## config.mk

```make
export PLATFORM = sky130hd
export DESIGN_NAME = positional_list_table
export DESIGN_NICKNAME = d
export VERILOG_FILES = /design/src/rtl/core/plt_pkg.sv /design/src/rtl/core/positional_list_table.sv /design/src/rtl/core/plt_ram.sv /design/src/rtl/core/plt_ctrl.sv /design/src/rtl/core/plt_dp.sv
export SDC_FILE = /design/constraint.sdc
export NUM_CORES = 1
export LEC_CHECK = 0
export BUFFER_PORTS_ARGS = -buffer_cell sky130_fd_sc_hd__buf_2
export CORE_ASPECT_RATIO = 0.75
export CORE_MARGIN = 2
export CORE_UTILIZATION = 60
export DETAILED_ROUTE_END_ITERATION = 7
export PLACE_DENSITY = 0.77
export REMOVE_ABC_BUFFERS = 1
export SLEW_MARGIN = 10
export SYNTH_ARGS = -nofsm -noshare
export SYNTH_HDL_FRONTEND = slang
export SYNTH_HIERARCHICAL = 1
export SYNTH_SLANG_ARGS = --single-unit
```

## constraint.sdc

```tcl
create_clock -name clock -period 7.56 [get_ports clock]
set_input_delay 0 -clock clock [delete_from_list [all_inputs] [get_ports clock]]
set_output_delay 0 -clock clock [all_outputs]
set_load 0.05 [all_outputs]
```

## src/rtl/core/plt_pkg.sv

```systemverilog
// Shared constants, codes and control types of the positional list table.
package plt_pkg;

   localparam int DEPTH   = 16;
   localparam int ADDR_W  = $clog2(DEPTH);
   localparam int CNT_W   = $clog2(DEPTH + 1);
   localparam int FUNC_W  = 3;
   localparam int POS_W   = 5;
   localparam int VALUE_W = 32;
   localparam int INDEX_W = 4;
   localparam int ENTRY_W = 5;
   localparam int PTR_W   = (CNT_W > POS_W) ? CNT_W : POS_W;

   localparam logic [CNT_W-1:0] DEPTH_CNT = CNT_W'(DEPTH);

   typedef enum logic [FUNC_W-1:0] {
      FN_INSERT  = 3'd0,
      FN_READ    = 3'd1,
      FN_REPLACE = 3'd2,
      FN_REMOVE  = 3'd3,
      FN_SORTED  = 3'd4,
      FN_SEARCH  = 3'd5,
      FN_REVERSE = 3'd6
   } plt_func_type;

   typedef enum logic [3:0] {
      S_IDLE,
      S_DISPATCH,
      S_UP_PRIME,
      S_UP,
      S_PUT,
      S_RD_WAIT,
      S_DN_PRIME,
      S_DN,
      S_SCAN_PRIME,
      S_SCAN,
      S_REV_RI,
      S_REV_RJ,
      S_REV_WI,
      S_REV_WJ,
      S_DONE
   } plt_state_type;

   typedef enum logic [2:0] {
      RS_POS,
      RS_CUR,
      RS_CUR_M1,
      RS_CUR_M2,
      RS_CUR_P1,
      RS_CUR_P2,
      RS_HI
   } plt_rsel_type;

   typedef enum logic [1:0] {
      WS_POS,
      WS_CUR,
      WS_HI
   } plt_wsel_type;

   typedef enum logic [1:0] {
      DS_VAL,
      DS_RDATA,
      DS_HOLD
   } plt_dsel_type;

   typedef enum logic [2:0] {
      CO_HOLD,
      CO_ZERO,
      CO_COUNT,
      CO_POS,
      CO_INC,
      CO_DEC
   } plt_cur_op_type;

   typedef struct packed {
      logic           load;
      plt_rsel_type   rd_sel;
      logic           wr_en;
      plt_wsel_type   wr_sel;
      plt_dsel_type   wd_sel;
      plt_cur_op_type cur_op;
      logic           hi_init;
      logic           hi_dec;
      logic           hold_ld;
      logic           cnt_inc;
      logic           cnt_dec;
      logic           set_ok;
      logic           rd_ld;
      logic           mark_hit;
      logic           mark_end;
   } plt_cmd_type;

   typedef struct packed {
      plt_func_type func;
      logic         ins_ok;
      logic         in_range;
      logic         pos_eq_cnt;
      logic         pos_last;
      logic         not_full;
      logic         empty;
      logic         multi;
      logic         up_last;
      logic         dn_last;
      logic         scan_hit;
      logic         scan_end;
      logic         rev_more;
   } plt_status_type;

endpackage

```

## src/rtl/core/positional_list_table.sv

```systemverilog
// Top level of the positional list table: controller, datapath and checks.
//
//   channel   ports                                          handshake
//   --------  ---------------------------------------------  -----------------------------
//   request   req_func, req_position, req_value              taken when start && !busy
//   result    rsp_ok, rsp_read_value, rsp_found_index,       shown one cycle, rsp_strobe
//             rsp_entry_count
//
// What each item does with the entry RAM between its start and its strobed result:
//   read, replace, an undefined code and any rejected item walk no entries;
//   remove shifts the entries above the position down (none for the last entry),
//   insert shifts the entries from the position up (none when appending),
//   search scans from the front to a hit or the end, sorted insert scans to the first
//   entry not below the value and inserts there, reverse swaps pairs from both ends.
//   One RAM read and write per cycle; each shift and scan walks one entry a cycle.
// A new item may start in the cycle its predecessor's result is strobed.
// Reset clears the fill count and the controller; entry contents need no clearing.
// The receiver cannot stall: each result is strobed once and not held.
module positional_list_table (
   input  logic                                clock,
   input  logic                                reset,
   input  logic                                start,
   output logic                                busy,
   input  logic [plt_pkg::FUNC_W-1:0]           req_func,
   input  logic [plt_pkg::POS_W-1:0]            req_position,
   input  logic signed [plt_pkg::VALUE_W-1:0]   req_value,
   output logic                                rsp_strobe,
   output logic                                rsp_ok,
   output logic signed [plt_pkg::VALUE_W-1:0]   rsp_read_value,
   output logic [plt_pkg::INDEX_W-1:0]          rsp_found_index,
   output logic [plt_pkg::ENTRY_W-1:0]          rsp_entry_count
);

   plt_pkg::plt_cmd_type    cmd;
   plt_pkg::plt_status_type stat;

   // Sequence each item: decode, then walk the entries as the function needs.
   plt_ctrl u_ctrl (
      .clock  (clock),
      .reset  (reset),
      .start  (start),
      .stat   (stat),
      .cmd    (cmd),
      .busy   (busy),
      .strobe (rsp_strobe)
   );

   // Hold the entries, the fill count and the result fields.
   plt_dp u_dp (
      .clock           (clock),
      .reset           (reset),
      .cmd             (cmd),
      .req_func        (req_func),
      .req_position    (req_position),
      .req_value       (req_value),
      .stat            (stat),
      .rsp_ok          (rsp_ok),
      .rsp_read_value  (rsp_read_value),
      .rsp_found_index (rsp_found_index),
      .rsp_entry_count (rsp_entry_count)
   );

   // Grow the table only while it has room.
   a_inc_not_full: assert property (@(posedge clock) disable iff (reset)
      cmd.cnt_inc |-> stat.not_full)
      else $error("fill count raised on a full table");

   // Shrink the table only while it holds entries.
   a_dec_not_empty: assert property (@(posedge clock) disable iff (reset)
      cmd.cnt_dec |-> !stat.empty)
      else $error("fill count lowered on an empty table");

   // Never write the entry RAM in the cycle a new item is taken.
   a_no_write_on_load: assert property (@(posedge clock) disable iff (reset)
      cmd.load |-> !cmd.wr_en)
      else $error("entry write while taking a new item");

   // Each item yields one strobed result, never two in a row.
   a_single_strobe: assert property (@(posedge clock) disable iff (reset)
      rsp_strobe |=> !rsp_strobe)
      else $error("result strobe held for more than one cycle");

endmodule

```

## src/rtl/core/plt_ram.sv

```systemverilog
// Generic single-clock RAM: one write port, one read port with registered data.
module plt_ram #(
   parameter int WIDTH = 32,
   parameter int DEPTH = 16
) (
   input  logic                     clock,
   input  logic                     wr_en,
   input  logic [$clog2(DEPTH)-1:0] wr_addr,
   input  logic [WIDTH-1:0]         wr_data,
   input  logic [$clog2(DEPTH)-1:0] rd_addr,
   output logic [WIDTH-1:0]         rd_data
);

   logic [WIDTH-1:0] mem_ff [DEPTH];
   logic [WIDTH-1:0] rd_data_ff;

   always_ff @(posedge clock) begin
      if (wr_en) begin
         mem_ff[wr_addr] <= wr_data;
      end
      rd_data_ff <= mem_ff[rd_addr];
   end

   assign rd_data = rd_data_ff;

endmodule

```

## src/rtl/core/plt_ctrl.sv

```systemverilog
// Controller state machine that sequences each request over the datapath.
module plt_ctrl (
   input  logic                   clock,
   input  logic                   reset,
   input  logic                   start,
   input  plt_pkg::plt_status_type stat,
   output plt_pkg::plt_cmd_type    cmd,
   output logic                   busy,
   output logic                   strobe
);

   plt_pkg::plt_state_type state_ff;
   plt_pkg::plt_state_type state_in;

   always_ff @(posedge clock) begin
      if (reset) begin
         state_ff <= plt_pkg::S_IDLE;
      end else begin
         state_ff <= state_in;
      end
   end

   always_comb begin
      state_in     = state_ff;
      cmd          = '0;
      cmd.rd_sel   = plt_pkg::RS_CUR;
      cmd.wr_sel   = plt_pkg::WS_POS;
      cmd.wd_sel   = plt_pkg::DS_VAL;
      cmd.cur_op   = plt_pkg::CO_HOLD;

      case (state_ff)
         plt_pkg::S_IDLE, plt_pkg::S_DONE: begin
            if (start) begin
               cmd.load = 1'b1;
               state_in = plt_pkg::S_DISPATCH;
            end else begin
               state_in = plt_pkg::S_IDLE;
            end
         end

         plt_pkg::S_DISPATCH: begin
            state_in = plt_pkg::S_DONE;
            case (stat.func)
               plt_pkg::FN_INSERT: begin
                  if (stat.ins_ok) begin
                     if (stat.pos_eq_cnt) begin
                        state_in = plt_pkg::S_PUT;
                     end else begin
                        cmd.cur_op = plt_pkg::CO_COUNT;
                        state_in   = plt_pkg::S_UP_PRIME;
                     end
                  end
               end
               plt_pkg::FN_READ: begin
                  if (stat.in_range) begin
                     cmd.rd_sel = plt_pkg::RS_POS;
                     state_in   = plt_pkg::S_RD_WAIT;
                  end
               end
               plt_pkg::FN_REPLACE: begin
                  if (stat.in_range) begin
                     cmd.wr_en  = 1'b1;
                     cmd.wr_sel = plt_pkg::WS_POS;
                     cmd.wd_sel = plt_pkg::DS_VAL;
                     cmd.set_ok = 1'b1;
                  end
               end
               plt_pkg::FN_REMOVE: begin
                  if (stat.in_range) begin
                     if (stat.pos_last) begin
                        cmd.cnt_dec = 1'b1;
                        cmd.set_ok  = 1'b1;
                     end else begin
                        cmd.cur_op = plt_pkg::CO_POS;
                        state_in   = plt_pkg::S_DN_PRIME;
                     end
                  end
               end
               plt_pkg::FN_SORTED: begin
                  if (stat.not_full) begin
                     if (stat.empty) begin
                        cmd.mark_end = 1'b1;
                        state_in     = plt_pkg::S_PUT;
                     end else begin
                        cmd.cur_op = plt_pkg::CO_ZERO;
                        state_in   = plt_pkg::S_SCAN_PRIME;
                     end
                  end
               end
               plt_pkg::FN_SEARCH: begin
                  if (!stat.empty) begin
                     cmd.cur_op = plt_pkg::CO_ZERO;
                     state_in   = plt_pkg::S_SCAN_PRIME;
                  end
               end
               plt_pkg::FN_REVERSE: begin
                  cmd.set_ok = 1'b1;
                  if (stat.multi) begin
                     cmd.cur_op  = plt_pkg::CO_ZERO;
                     cmd.hi_init = 1'b1;
                     state_in    = plt_pkg::S_REV_RI;
                  end
               end
               default: begin
                  state_in = plt_pkg::S_DONE;
               end
            endcase
         end

         plt_pkg::S_UP_PRIME: begin
            cmd.rd_sel = plt_pkg::RS_CUR_M1;
            state_in   = plt_pkg::S_UP;
         end

         plt_pkg::S_UP: begin
            cmd.rd_sel = plt_pkg::RS_CUR_M2;
            cmd.wr_en  = 1'b1;
            cmd.wr_sel = plt_pkg::WS_CUR;
            cmd.wd_sel = plt_pkg::DS_RDATA;
            cmd.cur_op = plt_pkg::CO_DEC;
            if (stat.up_last) begin
               state_in = plt_pkg::S_PUT;
            end
         end

         plt_pkg::S_PUT: begin
            cmd.wr_en   = 1'b1;
            cmd.wr_sel  = plt_pkg::WS_POS;
            cmd.wd_sel  = plt_pkg::DS_VAL;
            cmd.cnt_inc = 1'b1;
            cmd.set_ok  = 1'b1;
            state_in    = plt_pkg::S_DONE;
         end

         plt_pkg::S_RD_WAIT: begin
            cmd.rd_ld  = 1'b1;
            cmd.set_ok = 1'b1;
            state_in   = plt_pkg::S_DONE;
         end

         plt_pkg::S_DN_PRIME: begin
            cmd.rd_sel = plt_pkg::RS_CUR_P1;
            state_in   = plt_pkg::S_DN;
         end

         plt_pkg::S_DN: begin
            cmd.rd_sel = plt_pkg::RS_CUR_P2;
            cmd.wr_en  = 1'b1;
            cmd.wr_sel = plt_pkg::WS_CUR;
            cmd.wd_sel = plt_pkg::DS_RDATA;
            cmd.cur_op = plt_pkg::CO_INC;
            if (stat.dn_last) begin
               cmd.cnt_dec = 1'b1;
               cmd.set_ok  = 1'b1;
               state_in    = plt_pkg::S_DONE;
            end
         end

         plt_pkg::S_SCAN_PRIME: begin
            cmd.rd_sel = plt_pkg::RS_CUR;
            cmd.cur_op = plt_pkg::CO_INC;
            state_in   = plt_pkg::S_SCAN;
         end

         plt_pkg::S_SCAN: begin
            cmd.rd_sel = plt_pkg::RS_CUR;
            cmd.cur_op = plt_pkg::CO_INC;
            if (stat.scan_hit) begin
               cmd.mark_hit = 1'b1;
               if (stat.func == plt_pkg::FN_SEARCH) begin
                  cmd.set_ok = 1'b1;
                  state_in   = plt_pkg::S_DONE;
               end else begin
                  cmd.cur_op = plt_pkg::CO_COUNT;
                  state_in   = plt_pkg::S_UP_PRIME;
               end
            end else if (stat.scan_end) begin
               if (stat.func == plt_pkg::FN_SEARCH) begin
                  state_in = plt_pkg::S_DONE;
               end else begin
                  cmd.mark_end = 1'b1;
                  state_in     = plt_pkg::S_PUT;
               end
            end
         end

         plt_pkg::S_REV_RI: begin
            cmd.rd_sel = plt_pkg::RS_CUR;
            state_in   = plt_pkg::S_REV_RJ;
         end

         plt_pkg::S_REV_RJ: begin
            cmd.rd_sel  = plt_pkg::RS_HI;
            cmd.hold_ld = 1'b1;
            state_in    = plt_pkg::S_REV_WI;
         end

         plt_pkg::S_REV_WI: begin
            cmd.wr_en  = 1'b1;
            cmd.wr_sel = plt_pkg::WS_CUR;
            cmd.wd_sel = plt_pkg::DS_RDATA;
            state_in   = plt_pkg::S_REV_WJ;
         end

         plt_pkg::S_REV_WJ: begin
            cmd.wr_en  = 1'b1;
            cmd.wr_sel = plt_pkg::WS_HI;
            cmd.wd_sel = plt_pkg::DS_HOLD;
            cmd.rd_sel = plt_pkg::RS_CUR_P1;
            cmd.cur_op = plt_pkg::CO_INC;
            cmd.hi_dec = 1'b1;
            if (stat.rev_more) begin
               state_in = plt_pkg::S_REV_RJ;
            end else begin
               state_in = plt_pkg::S_DONE;
            end
         end

         default: begin
            state_in = plt_pkg::S_IDLE;
         end
      endcase
   end

   assign busy   = (state_ff != plt_pkg::S_IDLE) && (state_ff != plt_pkg::S_DONE);
   assign strobe = (state_ff == plt_pkg::S_DONE);

endmodule

```

## src/rtl/core/plt_dp.sv

```systemverilog
// Datapath: entry RAM, fill count, cursors, request and result registers.
module plt_dp (
   input  logic                                clock,
   input  logic                                reset,
   input  plt_pkg::plt_cmd_type                 cmd,
   input  logic [plt_pkg::FUNC_W-1:0]           req_func,
   input  logic [plt_pkg::POS_W-1:0]            req_position,
   input  logic signed [plt_pkg::VALUE_W-1:0]   req_value,
   output plt_pkg::plt_status_type              stat,
   output logic                                rsp_ok,
   output logic signed [plt_pkg::VALUE_W-1:0]   rsp_read_value,
   output logic [plt_pkg::INDEX_W-1:0]          rsp_found_index,
   output logic [plt_pkg::ENTRY_W-1:0]          rsp_entry_count
);

   plt_pkg::plt_func_type            func_ff;
   logic [plt_pkg::PTR_W-1:0]        pos_ff,   pos_in;
   logic [plt_pkg::VALUE_W-1:0]      val_ff;
   logic [plt_pkg::CNT_W-1:0]        count_ff, count_in;
   logic [plt_pkg::CNT_W-1:0]        cur_ff,   cur_in;
   logic [plt_pkg::ADDR_W-1:0]       hi_ff,    hi_in;
   logic [plt_pkg::VALUE_W-1:0]      hold_ff;
   logic                             ok_ff,    ok_in;
   logic [plt_pkg::VALUE_W-1:0]      rdv_ff,   rdv_in;
   logic [plt_pkg::INDEX_W-1:0]      idx_ff,   idx_in;

   logic [plt_pkg::CNT_W-1:0]        cur_m1;
   logic [plt_pkg::CNT_W:0]          cur_x;
   logic [plt_pkg::CNT_W:0]          ra_wide;
   logic [plt_pkg::ADDR_W-1:0]       rd_addr;
   logic [plt_pkg::ADDR_W-1:0]       wr_addr;
   logic [plt_pkg::VALUE_W-1:0]      wr_data;
   logic [plt_pkg::VALUE_W-1:0]      rd_data;
   logic [plt_pkg::PTR_W-1:0]        cnt_ptr;
   logic [plt_pkg::PTR_W:0]          pos_p1;

   plt_ram #(
      .WIDTH (plt_pkg::VALUE_W),
      .DEPTH (plt_pkg::DEPTH)
   ) u_entries (
      .clock   (clock),
      .wr_en   (cmd.wr_en),
      .wr_addr (wr_addr),
      .wr_data (wr_data),
      .rd_addr (rd_addr),
      .rd_data (rd_data)
   );

   assign cur_m1  = cur_ff - 1'b1;
   assign cur_x   = {1'b0, cur_ff};
   assign cnt_ptr = plt_pkg::PTR_W'(count_ff);
   assign pos_p1  = (plt_pkg::PTR_W+1)'(pos_ff) + 1'b1;

   // Address and data selection for the RAM ports.
   always_comb begin
      case (cmd.rd_sel)
         plt_pkg::RS_POS:    ra_wide = (plt_pkg::CNT_W+1)'(pos_ff);
         plt_pkg::RS_CUR:    ra_wide = cur_x;
         plt_pkg::RS_CUR_M1: ra_wide = cur_x - (plt_pkg::CNT_W+1)'(1);
         plt_pkg::RS_CUR_M2: ra_wide = cur_x - (plt_pkg::CNT_W+1)'(2);
         plt_pkg::RS_CUR_P1: ra_wide = cur_x + (plt_pkg::CNT_W+1)'(1);
         plt_pkg::RS_CUR_P2: ra_wide = cur_x + (plt_pkg::CNT_W+1)'(2);
         plt_pkg::RS_HI:     ra_wide = (plt_pkg::CNT_W+1)'(hi_ff);
         default:            ra_wide = cur_x;
      endcase

      case (cmd.wr_sel)
         plt_pkg::WS_POS: wr_addr = plt_pkg::ADDR_W'(pos_ff);
         plt_pkg::WS_CUR: wr_addr = plt_pkg::ADDR_W'(cur_ff);
         plt_pkg::WS_HI:  wr_addr = hi_ff;
         default:         wr_addr = plt_pkg::ADDR_W'(pos_ff);
      endcase

      case (cmd.wd_sel)
         plt_pkg::DS_VAL:   wr_data = val_ff;
         plt_pkg::DS_RDATA: wr_data = rd_data;
         plt_pkg::DS_HOLD:  wr_data = hold_ff;
         default:           wr_data = val_ff;
      endcase
   end

   assign rd_addr = ra_wide[plt_pkg::ADDR_W-1:0];

   // Next-state logic of the registers.
   always_comb begin
      pos_in   = pos_ff;
      count_in = count_ff;
      cur_in   = cur_ff;
      hi_in    = hi_ff;
      ok_in    = ok_ff;
      rdv_in   = rdv_ff;
      idx_in   = idx_ff;

      if (cmd.load) begin
         pos_in = plt_pkg::PTR_W'(req_position);
         ok_in  = 1'b0;
         rdv_in = '0;
         idx_in = '0;
      end
      if (cmd.mark_hit) begin
         pos_in = plt_pkg::PTR_W'(cur_m1);
         idx_in = plt_pkg::INDEX_W'(cur_m1);
      end
      if (cmd.mark_end) begin
         pos_in = cnt_ptr;
         idx_in = plt_pkg::INDEX_W'(count_ff);
      end
      if (cmd.set_ok) begin
         ok_in = 1'b1;
      end
      if (cmd.rd_ld) begin
         rdv_in = rd_data;
      end
      if (cmd.cnt_inc) begin
         count_in = count_ff + 1'b1;
      end else if (cmd.cnt_dec) begin
         count_in = count_ff - 1'b1;
      end

      case (cmd.cur_op)
         plt_pkg::CO_ZERO:  cur_in = '0;
         plt_pkg::CO_COUNT: cur_in = count_ff;
         plt_pkg::CO_POS:   cur_in = plt_pkg::CNT_W'(pos_ff);
         plt_pkg::CO_INC:   cur_in = cur_ff + 1'b1;
         plt_pkg::CO_DEC:   cur_in = cur_m1;
         default:           cur_in = cur_ff;
      endcase

      if (cmd.hi_init) begin
         hi_in = plt_pkg::ADDR_W'(count_ff - 1'b1);
      end else if (cmd.hi_dec) begin
         hi_in = hi_ff - 1'b1;
      end
   end

   always_ff @(posedge clock) begin
      if (reset) begin
         count_ff <= '0;
      end else begin
         count_ff <= count_in;
      end
   end

   always_ff @(posedge clock) begin
      if (cmd.load) begin
         func_ff <= plt_pkg::plt_func_type'(req_func);
         val_ff  <= req_value;
      end
      if (cmd.hold_ld) begin
         hold_ff <= rd_data;
      end
      pos_ff <= pos_in;
      cur_ff <= cur_in;
      hi_ff  <= hi_in;
      ok_ff  <= ok_in;
      rdv_ff <= rdv_in;
      idx_ff <= idx_in;
   end

   // Status flags for the controller.
   always_comb begin
      stat            = '0;
      stat.func       = func_ff;
      stat.not_full   = count_ff < plt_pkg::DEPTH_CNT;
      stat.in_range   = pos_ff < cnt_ptr;
      stat.pos_eq_cnt = pos_ff == cnt_ptr;
      stat.ins_ok     = (pos_ff <= cnt_ptr) && (count_ff < plt_pkg::DEPTH_CNT);
      stat.pos_last   = pos_p1 == (plt_pkg::PTR_W+1)'(count_ff);
      stat.empty      = count_ff == '0;
      stat.multi      = count_ff > plt_pkg::CNT_W'(1);
      stat.up_last    = (plt_pkg::PTR_W+1)'(cur_ff) == pos_p1;
      stat.dn_last    = (cur_x + (plt_pkg::CNT_W+1)'(2)) == {1'b0, count_ff};
      stat.scan_end   = cur_ff == count_ff;
      stat.rev_more   = (cur_x + (plt_pkg::CNT_W+1)'(2)) < (plt_pkg::CNT_W+1)'(hi_ff);
      if (func_ff == plt_pkg::FN_SEARCH) begin
         stat.scan_hit = rd_data == val_ff;
      end else begin
         stat.scan_hit = $signed(rd_data) >= $signed(val_ff);
      end
   end

   assign rsp_ok          = ok_ff;
   assign rsp_read_value  = rdv_ff;
   assign rsp_found_index = idx_ff;
   assign rsp_entry_count = plt_pkg::ENTRY_W'(count_ff);

endmodule

```

==> results.yml <==
global_routing:
  antenna_found_initial: 1
  maximum_number_of_pins_on_one_net_before_global_route_repair: 129
  grt_pass1_vias: 15400
  grt_first_pass_wirelength_mm: 98.4
  gr-total-overflow: 0
  grt_util_all_layers_pct: 28.4
cts:
  cts_tree: "done"
  master_cell_of_the_clock_root_buffer: "clkbuf_16"
  path_clk_slew_ns: 0.07
  clock_tree.buffer_depth: 3
  clk-insertion-delay-late_ns: 0.65
  setup_repair_bufs_after_cts: 0
  tritoncts.num_buffers: 61
  cts_htree_levels: 2
  cts_sinks: 671
cells_and_area:
  fill_cells: 2915
  nets: 1830
  layout.cell_area.non_filler_um2: 31200
  synthToLayoutAreaGrowth_pct: 12.8
  final_core_utilization_pct: 68.2
  drive_above_1_share_pct: 21.2
  antenna_diode_instance_count: 0
synth:
  synth-edff-count: 629
  synth_top_area_cell: "edfxtp_1"
  postSynth.topFlopCell: "edfxtp_1"
  synth_seq_area_share_pct: 71.3
  synth.top_cell.area_share_pct: 68.3
  post_synth_num_cell_types: 71
  syn-instance-count: 1596
  postSynth.asyncResetShare_pct: 0
  ys.warnings.count: 6
  ys_seq_elements: 671
  syn_avg_cell_area_um2: 17.3
  netlist_top_cells_area: "edfxtp_1, mux4_2, dfxtp_1"
  synth_area_um2: 27700
floorplanning:
  design.die.area_um2: 47900
  floorplan.core_area_um2: 45800
  std_cell_rows: 68
  die_w_um: 252
  die_height_um: 190
  start_util_pct: 60.4
  ios: 87
placed_design:
  port_buffers: 86
  hpwl_mm: 36.0
  post_dp_area_um2: 28900
  finalWeightedCongestion: 0.858
power_and_ir_drop:
  p_leak_nw: 10.5
  p_per_area_nw_per_um2: 421
  irDropWorstVdd_v: 0.000413
  power.total_mw: 13.1
worst_setup_path:
  critical_path_arrival_ns: 6.68
  cp.required_ns: 8.12
  setup.worst_path.class: "reg -> reg"
  timing.critical_path.fanout_max: 32
  critical_path.endpoint_type: "register"
  worstSetupStartpointType: "register"
detailed_routing:
  pre_antenna_drt_iters: 6
  post-route-drc-count: 0
  wirelength_mm: 66.3
  detail-route-antenna-nets: 0
  vias: 15600
  drt-wirelength-per-cell_um: 27.9
  drtIter0Drc: 1889
  vias_per_cell: 6.57
timing:
  finalHoldViolations: 0
  layout_worst_path_cycle_share_pct: 80.9
  max_slew.worst_pin.slew_ns: 1.22
  rsz_0062_raised_after_global_routing: "no"
  highest_achievable_clock_rate_ghz: 0.163
  setup_viol: 0
  drv_slew: 0
  hold_slack_ns: 0.0541
  final.setup_skew_ns: 0.0307
  maxSlewHeadroom_pct: 18.9
  final.min_clock_period_ns: 6.12
  fin_tns_setup_ns: 0
min_path:
  min_path_type: "in -> reg"
flow_run:
  max-cap-violations: 0
status:
  outcome: "finished clean"
[placed cells by master, fill, tap and decap left out, types with 6 or more instances in the layout]
master | Yosys | routed
nand3b_1 | 6 | 6
a21oi_1 | 61 | 59
buf_4 | 16 | 30
xnor2_1 | 24 | 24
a21o_1 | 9 | 9
clkbuf_1 | 42 | 14
nor2b_1 | 8 | 6
mux2i_1 | 6 | 6
nand2_1 | 85 | 85
xor2_1 | 13 | 13
nand2b_1 | 20 | 20
nand3_1 | 16 | 16
and2_1 | 35 | 34
nor2_1 | 50 | 37
a221oi_1 | 39 | 39
mux4_2 | 128 | 128
ha_1 | 57 | 56
nand4_1 | 7 | 7
nor3_1 | 22 | 17
nor2_4 | 0 | 13
inv_1 | 59 | 58
dfxtp_1 | 42 | 42
a22oi_1 | 71 | 71
dlygate4sd3_1 | 0 | 42
nor3_2 | 1 | 6
edfxtp_1 | 629 | 629
buf_2 | 17 | 86
clkinv_2 | 0 | 15
o21ai_0 | 34 | 33
clkbuf_16 | 0 | 61
o22ai_1 | 9 | 9
clkinv_1 | 0 | 9
[cell families (layout without fill, tap and decap cells)]
| family | after synthesis | count (layout) | share of synthesized area (%) |
|---|---|---|---|
| DFF | 671 | 671 | 71.3 |
| and+or+nand+nor | 281 | 281 | 5.22 |
| AOI/OAI and AO/OA | 263 | 263 | 6.48 |
| buffers and inverters | 150 | 334 | 2.38 |
| muxes | 135 | 135 | 10.7 |
| adders and majority gates | 58 | 58 | 2.65 |
| xor gates and xnor gates | 38 | 38 | 1.27 |
[per-layer routing]
metal	global-route usage [%]	part of all wire, %
met5	0	0
met3	5.65	11
met4	8.33	2.4
met1	42.2	40
met2	43.3	46
[metrics by stage]
step | cells | setup slack (ns)
2_1_floorplan | 1505 | -7.71
3_3_place_gp | 2219 | 1.89
3_5_place_dp | 2219 | 1.62
4_1_cts | 2375 | 1.54
5_1_grt | 2375 | 1.10
6_report | 2375 | 1.44
[critical path, stage by stage, from the launching register on]
cell,delay [ns]
dfxtp_1,0.60
inv_1,0.18
ha_1,0.34
nor2b_1,0.13
o21a_1,0.15
o21ai_0,0.15
nand2b_1,0.07
a21oi_1,0.33
and2b_1,0.23
nand4b_1,0.11
a21boi_0,0.21
o22ai_1,0.10
buf_4,0.24
inv_1,0.14
nand3_1,0.15
ha_1,0.31
a21o_1,0.16
a21oi_1,0.17
xor2_1,0.24
nand3_1,0.11
o211a_1,0.14
o22ai_1,0.45
and2_2,0.95
a22oi_1,0.23
nand2_1,0.12
[Yosys cell counts, types with 6 or more instances]
master	count
nor2b_1	8
a21oi_1	61
mux2i_1	6
nand4_1	7
a221oi_1	39
o22ai_1	9
nand2_1	85
ha_1	57
and2_1	35
nor3_1	22
clkbuf_1	42
o21ai_0	34
mux4_2	128
nand3_1	16
nor2_1	50
xnor2_1	24
nand3b_1	6
buf_2	17
xor2_1	13
dfxtp_1	42
inv_1	59
buf_1	14
nand2b_1	20
edfxtp_1	629
a22oi_1	71
a21o_1	9
buf_4	16
[where the power goes]
| part | switching [mW] | total (mW) | internal, mW |
|---|---|---|---|
| Clock | 1.35 | 2.95 | 1.60 |
| Combinational | 2.98 | 4.86 | 1.88 |
| Sequential | 0.353 | 5.32 | 4.96 |
| Total | 4.68 | 13.1 | 8.44 |
[final timing paths]
check,from,to,slack [ns],cells after the start
setup / recovery,u_dp/rsp_entry_count[1],u_dp/u_entries/rd_data[24],1.44,24
hold / removal,req_value[18],u_dp/val_ff[18],0.05,2
setup reg to reg,u_dp/rsp_entry_count[1],u_dp/u_entries/rd_data[24],1.44,24
hold reg to reg,u_dp/rsp_ok,u_dp/rsp_ok,0.45,1
[cell type report]
class,instances,area (um2),share of cell area (%)
clock buffers,79,1630,5.24
clock inverters,35,285,0.914
inverters,59,221,0.710
multi-input cells,775,7450,23.9
flip-flops and latches,671,19700,63.2
well taps,595,744,2.39
repair buffers,161,1140,3.64
[flip-flops by register name (all words and copies together), names as in the netlist]
name,count
u_ctrl/state_ff,4
u_dp/cur_ff,5
u_dp/func_ff,3
u_dp/hi_ff,4
u_dp/hold_ff,32
u_dp/pos_ff,5
u_dp/rsp_entry_count,5
u_dp/rsp_found_index,4
u_dp/rsp_ok,1
u_dp/rsp_read_value,32
u_dp/u_entries/mem_ff,512
u_dp/u_entries/rd_data,32
u_dp/val_ff,32
[repair_timing]
item                      4_1_cts  5_1_grt
hold buffers                   42        0
gates resized for setup         0        0
hold endpoints to repair       49        0
Power figures use the tool's default switching activity.
